<file path="src/design/sicxe_register_alu_exec_defines.svh">
// ----------------------------------------------------------------------------
// SIC/XE register ALU assertion macros
// Shared property forms for the execution unit's concurrent checks.
// ----------------------------------------------------------------------------
`ifndef SICXE_REGISTER_ALU_EXEC_DEFINES_SVH
`define SICXE_REGISTER_ALU_EXEC_DEFINES_SVH

// Same-cycle implication, sampled on clk and disabled during reset.
`define SICXE_ASSERT_IMP(lbl, ante, cons, msg) \
  lbl: assert property (@(posedge clk) disable iff (rst) (ante) |-> (cons)) \
    else $error(msg);

// Next-cycle implication, sampled on clk and disabled during reset.
`define SICXE_ASSERT_NXT(lbl, ante, cons, msg) \
  lbl: assert property (@(posedge clk) disable iff (rst) (ante) |=> (cons)) \
    else $error(msg);

`endif

</file>
<file path="src/design/sicxe_pkg.sv">
// ----------------------------------------------------------------------------
// SIC/XE execution package
// Word size, opcode and status codes, and the control records shared by the
// top level and the iterative arithmetic unit.
// ----------------------------------------------------------------------------
`default_nettype none

package sicxe_pkg;

  localparam int WORD_BITS         = 24;
  localparam int REG_COUNT_DEFAULT = 10;
  localparam int CNT_W             = 5;

  localparam logic [3:0] SW_INDEX = 4'd9;
  localparam logic [3:0] A_INDEX  = 4'd0;
  localparam logic [3:0] X_INDEX  = 4'd1;
  localparam logic [3:0] L_INDEX  = 4'd2;
  localparam logic [3:0] B_INDEX  = 4'd3;
  localparam logic [3:0] S_INDEX  = 4'd4;
  localparam logic [3:0] T_INDEX  = 4'd5;

  // Register-form opcodes.
  localparam logic [7:0] OP_ADDR   = 8'h90;
  localparam logic [7:0] OP_SUBR   = 8'h94;
  localparam logic [7:0] OP_MULR   = 8'h98;
  localparam logic [7:0] OP_DIVR   = 8'h9C;
  localparam logic [7:0] OP_COMPR  = 8'hA0;
  localparam logic [7:0] OP_SHIFTR = 8'hA4;
  localparam logic [7:0] OP_SHIFTL = 8'hA8;
  localparam logic [7:0] OP_RMO    = 8'hAC;
  localparam logic [7:0] OP_CLEAR  = 8'hB4;

  // Immediate-form opcodes.
  localparam logic [7:0] OP_LDA  = 8'h00;
  localparam logic [7:0] OP_LDX  = 8'h04;
  localparam logic [7:0] OP_LDL  = 8'h08;
  localparam logic [7:0] OP_ADD  = 8'h18;
  localparam logic [7:0] OP_SUB  = 8'h1C;
  localparam logic [7:0] OP_MUL  = 8'h20;
  localparam logic [7:0] OP_DIV  = 8'h24;
  localparam logic [7:0] OP_COMP = 8'h28;
  localparam logic [7:0] OP_AND  = 8'h40;
  localparam logic [7:0] OP_OR   = 8'h44;
  localparam logic [7:0] OP_LDCH = 8'h50;
  localparam logic [7:0] OP_LDB  = 8'h68;
  localparam logic [7:0] OP_LDS  = 8'h6C;
  localparam logic [7:0] OP_LDT  = 8'h74;
  localparam logic [7:0] OP_HALT = 8'hFF;

  // Result status codes.
  localparam logic [2:0] ST_OK      = 3'd0;
  localparam logic [2:0] ST_DIVZERO = 3'd1;
  localparam logic [2:0] ST_BADREG  = 3'd2;
  localparam logic [2:0] ST_UNSUP   = 3'd3;
  localparam logic [2:0] ST_HALTED  = 3'd4;

  // Operations of the shared iterative unit.
  localparam logic [2:0] UOP_ADD = 3'd0;
  localparam logic [2:0] UOP_SUB = 3'd1;
  localparam logic [2:0] UOP_MUL = 3'd2;
  localparam logic [2:0] UOP_DIV = 3'd3;
  localparam logic [2:0] UOP_CMP = 3'd4;
  localparam logic [2:0] UOP_ROR = 3'd5;
  localparam logic [2:0] UOP_ROL = 3'd6;

  typedef struct packed {
    logic             start;
    logic [2:0]       uop;
    logic [CNT_W-1:0] count;
  } unit_cmd_t;

  typedef struct packed {
    logic busy;
    logic done;
  } unit_stat_t;

endpackage

`default_nettype wire

</file>
<file path="src/design/sicxe_iter_unit.sv">
// ----------------------------------------------------------------------------
// SIC/XE iterative arithmetic unit
// One shared adder drives add, subtract, compare, shift-add multiply and
// restoring signed divide; rotates move one bit at a time without it.
// ----------------------------------------------------------------------------
`default_nettype none

module sicxe_iter_unit (
  input  wire                                  clk,
  input  wire                                  rst,
  input  sicxe_pkg::unit_cmd_t                 cmd,
  input  wire [sicxe_pkg::WORD_BITS-1:0]       opx_in,
  input  wire [sicxe_pkg::WORD_BITS-1:0]       opy_in,
  output sicxe_pkg::unit_stat_t                stat,
  output logic [sicxe_pkg::WORD_BITS-1:0]      result
);

  localparam int W  = sicxe_pkg::WORD_BITS;
  localparam int AW = W + 2;
  localparam int CW = sicxe_pkg::CNT_W;

  localparam logic [2:0] U_IDLE   = 3'd0;
  localparam logic [2:0] U_PREP_X = 3'd1;
  localparam logic [2:0] U_PREP_Y = 3'd2;
  localparam logic [2:0] U_RUN    = 3'd3;
  localparam logic [2:0] U_FIX    = 3'd4;
  localparam logic [2:0] U_DONE   = 3'd5;

  logic [2:0]    ustate;
  logic [2:0]    uop;
  logic [W-1:0]  acc;
  logic [W-1:0]  opx;
  logic [W-1:0]  opy;
  logic [CW-1:0] cnt;
  logic          neg_q;

  logic [AW-1:0] add_a;
  logic [AW-1:0] add_b;
  logic          add_sub;
  logic [AW-1:0] sum;

  // Operand selection for the single shared adder.
  always_comb begin
    add_a   = '0;
    add_b   = '0;
    add_sub = 1'b0;
    case (ustate)
      U_PREP_X: begin
        add_b   = AW'(opx);
        add_sub = 1'b1;
      end
      U_PREP_Y: begin
        add_b   = AW'(opy);
        add_sub = 1'b1;
      end
      U_FIX: begin
        add_b   = AW'(opx);
        add_sub = 1'b1;
      end
      U_RUN: begin
        case (uop)
          sicxe_pkg::UOP_ADD: begin
            add_a = AW'(opx);
            add_b = AW'(opy);
          end
          sicxe_pkg::UOP_SUB: begin
            add_a   = AW'(opx);
            add_b   = AW'(opy);
            add_sub = 1'b1;
          end
          sicxe_pkg::UOP_CMP: begin
            add_a   = {{2{opx[W-1]}}, opx};
            add_b   = {{2{opy[W-1]}}, opy};
            add_sub = 1'b1;
          end
          sicxe_pkg::UOP_MUL: begin
            add_a = AW'(acc);
            add_b = opy[0] ? AW'(opx) : '0;
          end
          sicxe_pkg::UOP_DIV: begin
            add_a   = {1'b0, acc, opx[W-1]};
            add_b   = AW'(opy);
            add_sub = 1'b1;
          end
          default: begin
            add_a = '0;
          end
        endcase
      end
      default: begin
        add_a = '0;
      end
    endcase
  end

  assign sum = add_a + (add_sub ? ~add_b : add_b) + AW'(add_sub);

  always_ff @(posedge clk) begin
    if (rst) begin
      ustate <= U_IDLE;
    end else begin
      case (ustate)
        U_IDLE: begin
          if (cmd.start) begin
            uop   <= cmd.uop;
            opx   <= opx_in;
            opy   <= opy_in;
            acc   <= '0;
            neg_q <= opx_in[W-1] ^ opy_in[W-1];
            case (cmd.uop)
              sicxe_pkg::UOP_MUL, sicxe_pkg::UOP_DIV: cnt <= CW'(W);
              sicxe_pkg::UOP_ROR, sicxe_pkg::UOP_ROL: cnt <= cmd.count;
              default:                                 cnt <= CW'(1);
            endcase
            if (cmd.uop == sicxe_pkg::UOP_DIV) begin
              ustate <= U_PREP_X;
            end else if ((cmd.uop == sicxe_pkg::UOP_ROR || cmd.uop == sicxe_pkg::UOP_ROL)
                         && cmd.count == '0) begin
              ustate <= U_DONE;
            end else begin
              ustate <= U_RUN;
            end
          end
        end
        U_PREP_X: begin
          // Take the magnitude of the dividend.
          if (opx[W-1]) begin
            opx <= sum[W-1:0];
          end
          ustate <= U_PREP_Y;
        end
        U_PREP_Y: begin
          if (opy[W-1]) begin
            opy <= sum[W-1:0];
          end
          ustate <= U_RUN;
        end
        U_RUN: begin
          case (uop)
            sicxe_pkg::UOP_ADD, sicxe_pkg::UOP_SUB: begin
              acc <= sum[W-1:0];
            end
            sicxe_pkg::UOP_CMP: begin
              if (sum == '0) begin
                acc <= '0;
              end else if (sum[AW-1]) begin
                acc <= '1;
              end else begin
                acc <= W'(1);
              end
            end
            sicxe_pkg::UOP_MUL: begin
              acc <= sum[W-1:0];
              opx <= {opx[W-2:0], 1'b0};
              opy <= {1'b0, opy[W-1:1]};
            end
            sicxe_pkg::UOP_DIV: begin
              // Restoring step: the quotient bit enters opx as the dividend leaves.
              if (!sum[AW-1]) begin
                acc <= sum[W-1:0];
                opx <= {opx[W-2:0], 1'b1};
              end else begin
                acc <= {acc[W-2:0], opx[W-1]};
                opx <= {opx[W-2:0], 1'b0};
              end
            end
            sicxe_pkg::UOP_ROR: begin
              opx <= {opx[0], opx[W-1:1]};
            end
            sicxe_pkg::UOP_ROL: begin
              opx <= {opx[W-2:0], opx[W-1]};
            end
            default: begin
              acc <= acc;
            end
          endcase
          cnt <= cnt - CW'(1);
          if (cnt == CW'(1)) begin
            ustate <= (uop == sicxe_pkg::UOP_DIV) ? U_FIX : U_DONE;
          end
        end
        U_FIX: begin
          acc    <= neg_q ? sum[W-1:0] : opx;
          ustate <= U_DONE;
        end
        U_DONE: begin
          ustate <= U_IDLE;
        end
        default: begin
          ustate <= U_IDLE;
        end
      endcase
    end
  end

  assign result    = (uop == sicxe_pkg::UOP_ROR || uop == sicxe_pkg::UOP_ROL) ? opx : acc;
  assign stat.busy = (ustate != U_IDLE);
  assign stat.done = (ustate == U_DONE);

endmodule

`default_nettype wire

</file>
<file path="src/design/sicxe_register_alu_exec.sv">
// The block executes one decoded SIC/XE integer instruction per input
// transaction and returns exactly one result transaction for it. It holds
// one transaction at a time: after an input is taken, in_stall stays high
// until the result has been placed in the output register. Loads, moves,
// CLEAR, AND, OR and every error or halt report go from S_READ straight
// to S_FIN and on to the output register. Add, subtract and compare go
// through the shared arithmetic unit while the sequencer waits in S_WAIT;
// a rotate by n takes n single-bit steps there (none when n is zero); a
// multiply takes one shift-add step per bit; a divide forms the operand
// magnitudes, then takes 24 restoring steps and one sign fix, all on the
// same adder. A result may wait in the output register while the next
// input is executed; the block only pauses before writing back if that
// earlier result has not yet been taken. The register file is a small
// memory written at one port and read at two; its contents read as zero
// until an entry is first written after reset, so no clearing pass is
// needed.
// ----------------------------------------------------------------------------
// SIC/XE register ALU execution unit
// Sequencer, register file and result register around the iterative unit.
// ----------------------------------------------------------------------------
`default_nettype none

`include "sicxe_register_alu_exec_defines.svh"

module sicxe_register_alu_exec #(
  parameter int REG_COUNT = sicxe_pkg::REG_COUNT_DEFAULT
) (
  input  wire                                  clk,
  input  wire                                  rst,
  input  wire                                  in_valid,
  output logic                                 in_stall,
  input  wire [7:0]                            opcode,
  input  wire [3:0]                            reg_first,
  input  wire [3:0]                            reg_second,
  input  wire [sicxe_pkg::WORD_BITS-1:0]       immediate,
  output logic                                 out_valid,
  input  wire                                  out_stall,
  output logic [3:0]                           dest_index,
  output logic [sicxe_pkg::WORD_BITS-1:0]      dest_value,
  output logic                                 wrote,
  output logic [2:0]                           status
);

  localparam int W     = sicxe_pkg::WORD_BITS;
  localparam int CW    = sicxe_pkg::CNT_W;
  localparam int IDX_W = $clog2(REG_COUNT);
  localparam logic [4:0] REG_LIMIT = 5'(REG_COUNT);

  // Sequencer states.
  localparam logic [1:0] S_IDLE = 2'd0;
  localparam logic [1:0] S_READ = 2'd1;
  localparam logic [1:0] S_WAIT = 2'd2;
  localparam logic [1:0] S_FIN  = 2'd3;

  logic [1:0] state;
  logic       halted;

  // Register file, with a written mark per entry so that reset reads as zero.
  logic [W-1:0]         mem [REG_COUNT];
  logic [REG_COUNT-1:0] vld;

  logic [IDX_W-1:0] addr_a;
  logic [IDX_W-1:0] addr_b;
  logic [W-1:0]     rd_a_word;
  logic [W-1:0]     rd_b_word;
  logic             rd_a_vld;
  logic             rd_b_vld;

  // Captured instruction fields.
  logic [7:0]   op_r;
  logic [3:0]   r1_r;
  logic [3:0]   r2_r;
  logic [W-1:0] imm_r;

  // Result waiting for write-back.
  logic [3:0]   pend_dst;
  logic [W-1:0] pend_val;
  logic         pend_wr;
  logic [2:0]   pend_status;

  logic accept;
  logic out_free;
  logic fin_go;

  // Decode results.
  logic [W-1:0]  ra;
  logic [W-1:0]  rb;
  logic          r1_ok;
  logic          r2_ok;
  logic          d_unit;
  logic [2:0]    d_uop;
  logic [W-1:0]  d_ux;
  logic [W-1:0]  d_uy;
  logic [CW-1:0] d_cnt;
  logic [3:0]    d_dst;
  logic [W-1:0]  d_val;
  logic          d_wr;
  logic [2:0]    d_status;
  logic          d_halt;

  sicxe_pkg::unit_cmd_t  ucmd;
  sicxe_pkg::unit_stat_t ustat;
  logic [W-1:0]          u_result;

  assign in_stall = (state != S_IDLE);
  assign accept   = in_valid && !in_stall;
  assign out_free = !out_valid || !out_stall;
  assign fin_go   = (state == S_FIN) && out_free;

  // Register forms have the top opcode bit set and read r1 on port A;
  // immediate forms read A on that port instead.
  assign addr_a = opcode[7] ? reg_first[IDX_W-1:0] : IDX_W'(0);
  assign addr_b = reg_second[IDX_W-1:0];

  always_ff @(posedge clk) begin
    if (accept) begin
      rd_a_word <= mem[addr_a];
      rd_b_word <= mem[addr_b];
      rd_a_vld  <= vld[addr_a];
      rd_b_vld  <= vld[addr_b];
      op_r      <= opcode;
      r1_r      <= reg_first;
      r2_r      <= reg_second;
      imm_r     <= immediate;
    end
    if (fin_go && pend_wr) begin
      mem[pend_dst[IDX_W-1:0]] <= pend_val;
    end
  end

  assign ra    = rd_a_vld ? rd_a_word : '0;
  assign rb    = rd_b_vld ? rd_b_word : '0;
  assign r1_ok = {1'b0, r1_r} < REG_LIMIT;
  assign r2_ok = {1'b0, r2_r} < REG_LIMIT;

  // Instruction decode: either a direct result, an error report, or a job
  // for the iterative unit.
  always_comb begin
    d_unit   = 1'b0;
    d_uop    = sicxe_pkg::UOP_ADD;
    d_ux     = ra;
    d_uy     = rb;
    d_cnt    = '0;
    d_dst    = '0;
    d_val    = '0;
    d_wr     = 1'b0;
    d_status = sicxe_pkg::ST_OK;
    d_halt   = 1'b0;
    if (halted) begin
      d_status = sicxe_pkg::ST_HALTED;
    end else if (op_r == sicxe_pkg::OP_HALT) begin
      d_halt   = 1'b1;
      d_status = sicxe_pkg::ST_HALTED;
    end else begin
      case (op_r)
        sicxe_pkg::OP_ADDR, sicxe_pkg::OP_SUBR, sicxe_pkg::OP_MULR,
        sicxe_pkg::OP_DIVR, sicxe_pkg::OP_COMPR, sicxe_pkg::OP_RMO: begin
          if (!(r1_ok && r2_ok)) begin
            d_status = sicxe_pkg::ST_BADREG;
          end else begin
            case (op_r)
              sicxe_pkg::OP_ADDR: begin
                d_unit = 1'b1;
                d_uop  = sicxe_pkg::UOP_ADD;
                d_ux   = rb;
                d_uy   = ra;
                d_dst  = r2_r;
                d_wr   = 1'b1;
              end
              sicxe_pkg::OP_SUBR: begin
                d_unit = 1'b1;
                d_uop  = sicxe_pkg::UOP_SUB;
                d_ux   = rb;
                d_uy   = ra;
                d_dst  = r2_r;
                d_wr   = 1'b1;
              end
              sicxe_pkg::OP_MULR: begin
                d_unit = 1'b1;
                d_uop  = sicxe_pkg::UOP_MUL;
                d_ux   = rb;
                d_uy   = ra;
                d_dst  = r2_r;
                d_wr   = 1'b1;
              end
              sicxe_pkg::OP_DIVR: begin
                if (ra == '0) begin
                  d_status = sicxe_pkg::ST_DIVZERO;
                end else begin
                  d_unit = 1'b1;
                  d_uop  = sicxe_pkg::UOP_DIV;
                  d_ux   = rb;
                  d_uy   = ra;
                  d_dst  = r2_r;
                  d_wr   = 1'b1;
                end
              end
              sicxe_pkg::OP_COMPR: begin
                d_unit = 1'b1;
                d_uop  = sicxe_pkg::UOP_CMP;
                d_ux   = ra;
                d_uy   = rb;
                d_dst  = sicxe_pkg::SW_INDEX;
                d_wr   = 1'b1;
              end
              default: begin
                d_val = ra;
                d_dst = r2_r;
                d_wr  = 1'b1;
              end
            endcase
          end
        end
        sicxe_pkg::OP_SHIFTR, sicxe_pkg::OP_SHIFTL, sicxe_pkg::OP_CLEAR: begin
          if (!r1_ok) begin
            d_status = sicxe_pkg::ST_BADREG;
          end else begin
            d_dst = r1_r;
            d_wr  = 1'b1;
            d_ux  = ra;
            d_cnt = CW'(r2_r);
            if (op_r == sicxe_pkg::OP_SHIFTR) begin
              d_unit = 1'b1;
              d_uop  = sicxe_pkg::UOP_ROR;
            end else if (op_r == sicxe_pkg::OP_SHIFTL) begin
              d_unit = 1'b1;
              d_uop  = sicxe_pkg::UOP_ROL;
            end
          end
        end
        sicxe_pkg::OP_LDA: begin
          d_dst = sicxe_pkg::A_INDEX;
          d_val = imm_r;
          d_wr  = 1'b1;
        end
        sicxe_pkg::OP_LDX: begin
          d_dst = sicxe_pkg::X_INDEX;
          d_val = imm_r;
          d_wr  = 1'b1;
        end
        sicxe_pkg::OP_LDL: begin
          d_dst = sicxe_pkg::L_INDEX;
          d_val = imm_r;
          d_wr  = 1'b1;
        end
        sicxe_pkg::OP_LDB: begin
          d_dst = sicxe_pkg::B_INDEX;
          d_val = imm_r;
          d_wr  = 1'b1;
        end
        sicxe_pkg::OP_LDS: begin
          d_dst = sicxe_pkg::S_INDEX;
          d_val = imm_r;
          d_wr  = 1'b1;
        end
        sicxe_pkg::OP_LDT: begin
          d_dst = sicxe_pkg::T_INDEX;
          d_val = imm_r;
          d_wr  = 1'b1;
        end
        sicxe_pkg::OP_LDCH: begin
          d_dst = sicxe_pkg::A_INDEX;
          d_val = W'(imm_r[7:0]);
          d_wr  = 1'b1;
        end
        sicxe_pkg::OP_ADD: begin
          d_unit = 1'b1;
          d_uop  = sicxe_pkg::UOP_ADD;
          d_uy   = imm_r;
          d_dst  = sicxe_pkg::A_INDEX;
          d_wr   = 1'b1;
        end
        sicxe_pkg::OP_SUB: begin
          d_unit = 1'b1;
          d_uop  = sicxe_pkg::UOP_SUB;
          d_uy   = imm_r;
          d_dst  = sicxe_pkg::A_INDEX;
          d_wr   = 1'b1;
        end
        sicxe_pkg::OP_MUL: begin
          d_unit = 1'b1;
          d_uop  = sicxe_pkg::UOP_MUL;
          d_uy   = imm_r;
          d_dst  = sicxe_pkg::A_INDEX;
          d_wr   = 1'b1;
        end
        sicxe_pkg::OP_DIV: begin
          if (imm_r == '0) begin
            d_status = sicxe_pkg::ST_DIVZERO;
          end else begin
            d_unit = 1'b1;
            d_uop  = sicxe_pkg::UOP_DIV;
            d_uy   = imm_r;
            d_dst  = sicxe_pkg::A_INDEX;
            d_wr   = 1'b1;
          end
        end
        sicxe_pkg::OP_COMP: begin
          d_unit = 1'b1;
          d_uop  = sicxe_pkg::UOP_CMP;
          d_uy   = imm_r;
          d_dst  = sicxe_pkg::SW_INDEX;
          d_wr   = 1'b1;
        end
        sicxe_pkg::OP_AND: begin
          d_dst = sicxe_pkg::A_INDEX;
          d_val = ra & imm_r;
          d_wr  = 1'b1;
        end
        sicxe_pkg::OP_OR: begin
          d_dst = sicxe_pkg::A_INDEX;
          d_val = ra | imm_r;
          d_wr  = 1'b1;
        end
        default: begin
          d_status = sicxe_pkg::ST_UNSUP;
        end
      endcase
    end
  end

  assign ucmd.start = (state == S_READ) && d_unit;
  assign ucmd.uop   = d_uop;
  assign ucmd.count = d_cnt;

  sicxe_iter_unit u_iter (
    .clk    (clk),
    .rst    (rst),
    .cmd    (ucmd),
    .opx_in (d_ux),
    .opy_in (d_uy),
    .stat   (ustat),
    .result (u_result)
  );

  // Sequencer, halt flag and written marks.
  always_ff @(posedge clk) begin
    if (rst) begin
      state  <= S_IDLE;
      halted <= 1'b0;
      vld    <= '0;
    end else begin
      case (state)
        S_IDLE: begin
          if (accept) begin
            state <= S_READ;
          end
        end
        S_READ: begin
          halted <= halted | d_halt;
          state  <= d_unit ? S_WAIT : S_FIN;
        end
        S_WAIT: begin
          if (ustat.done) begin
            state <= S_FIN;
          end
        end
        S_FIN: begin
          if (out_free) begin
            state <= S_IDLE;
            if (pend_wr) begin
              vld[pend_dst[IDX_W-1:0]] <= 1'b1;
            end
          end
        end
        default: begin
          state <= S_IDLE;
        end
      endcase
    end
  end

  // Pending result fields.
  always_ff @(posedge clk) begin
    if (state == S_READ) begin
      pend_dst    <= d_dst;
      pend_val    <= d_val;
      pend_wr     <= d_wr;
      pend_status <= d_status;
    end else if (state == S_WAIT && ustat.done) begin
      pend_val <= u_result;
    end
  end

  // Output register: holds one result transaction until it is taken.
  always_ff @(posedge clk) begin
    if (rst) begin
      out_valid <= 1'b0;
    end else if (fin_go) begin
      out_valid <= 1'b1;
    end else if (!out_stall) begin
      out_valid <= 1'b0;
    end
  end

  always_ff @(posedge clk) begin
    if (fin_go) begin
      dest_index <= pend_dst;
      dest_value <= pend_val;
      wrote      <= pend_wr;
      status     <= pend_status;
    end
  end

  `SICXE_ASSERT_IMP(a_unit_idle, (state == S_IDLE), !ustat.busy, "unit busy while idle")
  `SICXE_ASSERT_IMP(a_nowrite_zero, (out_valid && !wrote),
                    (dest_index == 4'd0 && dest_value == '0), "nonzero result without write")
  `SICXE_ASSERT_NXT(a_halt_sticky, halted, halted, "halt flag cleared without reset")
  `SICXE_ASSERT_NXT(a_accept_read, accept, (state == S_READ), "accepted transaction not read")

endmodule

`default_nettype wire

</file>
<file path="config.mk">
export PLATFORM = sky130hd
export DESIGN_NAME = sicxe_register_alu_exec
export DESIGN_NICKNAME = d
export VERILOG_FILES = /design/src/design/sicxe_pkg.sv /design/src/design/sicxe_iter_unit.sv /design/src/design/sicxe_register_alu_exec.sv
export VERILOG_INCLUDE_DIRS = /design/src /design/src/design
export SDC_FILE = /design/constraint.sdc
export NUM_CORES = 1
export LEC_CHECK = 0
export BUFFER_PORTS_ARGS = -buffer_cell sky130_fd_sc_hd__buf_2
export CAP_MARGIN = 20
export CORE_MARGIN = 1.5
export CORE_UTILIZATION = 55
export CTS_CLUSTER_DIAMETER = 80
export DETAILED_ROUTE_END_ITERATION = 16
export PLACE_DENSITY = 0.72
export SKIP_CTS_REPAIR_TIMING = 1
export SLEW_MARGIN = 5
export SYNTH_ARGS = -nofsm -noshare
export SYNTH_HDL_FRONTEND = slang
export SYNTH_SLANG_ARGS = --single-unit
</file>
<file path="constraint.sdc">
create_clock -name clk -period 12.7 [get_ports clk]
set_input_delay 3.175 -clock clk [delete_from_list [all_inputs] [get_ports clk]]
set_output_delay 3.175 -clock clk [all_outputs]
set_load 0.02 [all_outputs]
</file>
==> metrics <==
status finished, final reports clean; Startpoint Class flop; WS Path Type flop to flop; post-synthesis simple-gate area fraction 0.1062; EDFF count, synth ~480; Max Freq around 150 MHz; Initial Utilization 0.5567; PwrDens between 150 and 200 nW/um^2; fin crit share 0.5159; CTS Sinks approximately 490; Max Clock Skew 0.02734 ns; VDD IR max 165.6 uV; CP Max Fanout 26; Post-Synth Adder-Cell Area 0.01534; Pins Over Slew Limit 0; area of the core between 40000 and 50000 um^2; post-route ant nets 0; cells on worst reg2reg path 15; DPL Wire Length about 53000 um; share of cells above drive strength 1 0.1390; Post-DP Area 27520 um^2; R2R Path End u_iter.acc[0]; final hold violation count 0; n_diodes 0; # rows 80; family with the most delay on the worst path simple AND/OR/NAND/NOR gates; crit path cell chain nand2b_1, a31oi_1, nor2_1, buf_4, mux2_2, fa_1, nand2b_1, a21oi_1, o2111ai_1, a21oi_1, o41ai_1, xor2_1, or4b_2, nor4_1, a31oi_1; hold crit path type flop to flop; mux cell area share after synthesis 0.1108; worst slew pin tran 1.108 ns; first-pass GRT wire length around 120000 um; synthesized area per cell 11.65 um^2; Async SR Flop Fraction 0; Critical Path Max Stage Delay between 1 and 1.5 ns; Final #Nets around 2400; Die ar. 49660 um^2; Final Critical Period roughly 6.6 ns; slowest stage cell, crit path dfxtp_1; Port Buffers 77; worst hold stages 0; Inst Count DP ~2800; sequential area share after synthesis 0.5494; hold slack final 0.4184 ns; design area around 29000 um^2; largest net degree at the start of global routing 75; clock root buffer clkbuf_16; Post-Synth XOR/XNOR Area 0.01050; Syn. warnings 0; total number of vias roughly 21000; gpl congestion a little over 1; Seq cells post-synth approximately 500; CP bufs+invs 1; H-tree levels 2; 1st-iter DRT viols ~2600; Max Cap Violations 0; Slew HR 0.2596; Synth Area in Compound Gates 0.1782; hold endpoint status[1]; reg-to-reg slack, setup 6.15 ns; CP required between 10 and 15 ns; Post-Synthesis Cells around 2300; Max Root-Sink Buffers 3; Crit. End Element flop; Total GRT Usage 0.3197; height of the die between 200 and 250 um; count of cell types in the netlist 80; fill count 3700; Routed WL between 80000 and 90000 um; CTS tree done; first drt pass iteration count 7; Die W between 200 and 250 um; number of vias per cell approximately 7.0; Reg2Reg Launch Point u_iter.ustate[0]; largest family of logic cells by synthesized area compound AO/OA/AOI/OAI gates; total CTS buffers between 50 and 60; mapped cell area roughly 27000 um^2; initial antenna violation count 0; Area Overhead vs Synth 10.12%; Ports 78; leakage power 10.15 nW; RSZ-0062 raised after global routing no; Avg WL per Cell between 20 and 30 um; final-report setup violation count 0; grt ovf 0; Clock Latency Late Sink approximately 0.61 ns; Residual DRC 0; Post-Syn Nets between 2000 and 2500; number of global-route vias before repair 19700; Worst EP arrival 6.90 ns; Clock Pin Slew Worst Setup and Hold Paths ~0.06 ns; Sum Neg Setup Slack 0 ns; dominant synthesized flop cell edfxtp_1; Post-Layout Cell Count a little under 3000; hold_sp pend_status[1]
[cells in the final DEF (no fill, tap or decap), types with 20 or more instances in the layout]
cell       instances
mux2i_1          122
clkbuf_16         53
nor2_1           165
a211oi_1          78
o32ai_1           20
nand3_1           25
nor3_1            21
a32oi_1           23
ha_1              31
buf_2             75
edfxtp_1         475
o21ai_0           87
a22oi_1           59
a31oi_1           47
a21boi_0          23
a21oi_1          204
nand2_1          233
mux4_2            74
nor2b_1           42
buf_4             51
o221ai_1          23
a221oi_1          37
inv_1             26
[registers in the layout (all words and copies together) (netlist names), 24 cells and up]
register    flops
u_iter.opx     24
u_iter.acc     24
rd_a_word      24
dest_value     24
imm_r          24
rd_b_word      24
pend_val       24
u_iter.opy     24
mem           240
[kinds of logic (layout without fill, tap and decap cells)]
group                      count (synthesis)  count (layout)
AOI/OAI and AO/OA                        710             710
and+or+nand+nor                          613             613
DFF                                      492             492
buffers and inverters                    203             252
muxes                                    201             201
adders and majority gates                 32              32
xor gates and xnor gates                  31              31
[per-stage QoR]
stage	total power (W)	setup WS, ns	utilization
6_report	0.004563	6.148	0.6131
5_1_grt	0.004708	6.149	0.6131
4_1_cts	0.004550	6.450	0.6127
3_5_place_dp	0.003010	6.446	0.5765
3_3_place_gp	0.002996	6.456	0.5762
2_1_floorplan	0.002707	4.217	-
[metal layers]
metal,up-vias,track usage,share of wire
met3,208,0.05303,0.10
met1,10120,0.4522,0.40
met4,0,0.1209,0.035
li1,9019,-,-
met5,-,0,0
met2,1372,0.4988,0.46
[where the power goes]
group / total [W] / internal [W] / switching, W
clock network: 0.00155 / 0.000897 / 0.000651
registers: 0.00226 / 0.00205 / 0.000208
logic: 0.000757 / 0.000242 / 0.000515
[worst max path at each step]
stage          slack, ns  cells after the start       endpoint              from
6_report            6.15                     15  u_iter.acc[0]  u_iter.ustate[0]
2_1_floorplan       4.22                      4      mem[0][0]         out_stall
4_1_cts             6.45                     15  u_iter.acc[0]  u_iter.ustate[0]
3_3_place_gp        6.46                     15  u_iter.acc[0]  u_iter.ustate[0]
3_5_place_dp        6.45                     15  u_iter.acc[0]  u_iter.ustate[0]
5_1_grt             6.15                     15  u_iter.acc[0]  u_iter.ustate[0]
[synthesized netlist by cell type, drive strengths merged, types with 9 or more instances]
| cell type | instances | area share |
|---|---|---|
| clkbuf | 147 | 0.021 |
| a31oi | 48 | 0.011 |
| o21ai | 92 | 0.017 |
| and2 | 15 | 0.0035 |
| o22ai | 18 | 0.0042 |
| nor3 | 24 | 0.0045 |
| edfxtp | 475 | 0.54 |
| mux4 | 74 | 0.063 |
| mux2i | 122 | 0.046 |
| nand4 | 12 | 0.0028 |
| a21o | 11 | 0.0031 |
| a221oi | 37 | 0.012 |
| a21oi | 205 | 0.039 |
| a32oi | 23 | 0.0076 |
| inv | 26 | 0.0037 |
| a21boi | 24 | 0.0068 |
| xor2 | 12 | 0.0040 |
| o221ai | 23 | 0.0076 |
| o211ai | 9 | 0.0025 |
| nand2b | 18 | 0.0042 |
| a22oi | 59 | 0.017 |
| buf | 28 | 0.0048 |
| xnor2 | 19 | 0.0065 |
| o32ai | 20 | 0.0066 |
| a221o | 10 | 0.0038 |
| dfxtp | 17 | 0.013 |
| nand2 | 237 | 0.034 |
| nor2 | 173 | 0.024 |
| nor4 | 15 | 0.0035 |
| a211oi | 80 | 0.023 |
| nand3 | 25 | 0.0047 |
| nor2b | 44 | 0.010 |
| ha | 31 | 0.015 |
[worst register-to-register path: cells and delay by family, from the launching register on]
kind | cells | cell delay (ns)
simple gates | 5 | 2.02
compound gates | 6 | 1.74
flops | 1 | 1.01
xor+xnor | 1 | 0.57
fa+ha+maj | 1 | 0.40
mux | 1 | 0.32
buf+inv | 1 | 0.23
[cell type report]
class                   instances  area (um^2)  area share
inverters                      28        105.1    0.003591
clock buffers                  68         1423     0.04860
flip-flops and latches        492        14600      0.4989
clock inverters                28        305.3     0.01043
multi-input cells            1587        11270      0.3851
repair buffers                128        793.3     0.02710
well taps                     615        769.5     0.02629
(Power assumes the default switching activity.)
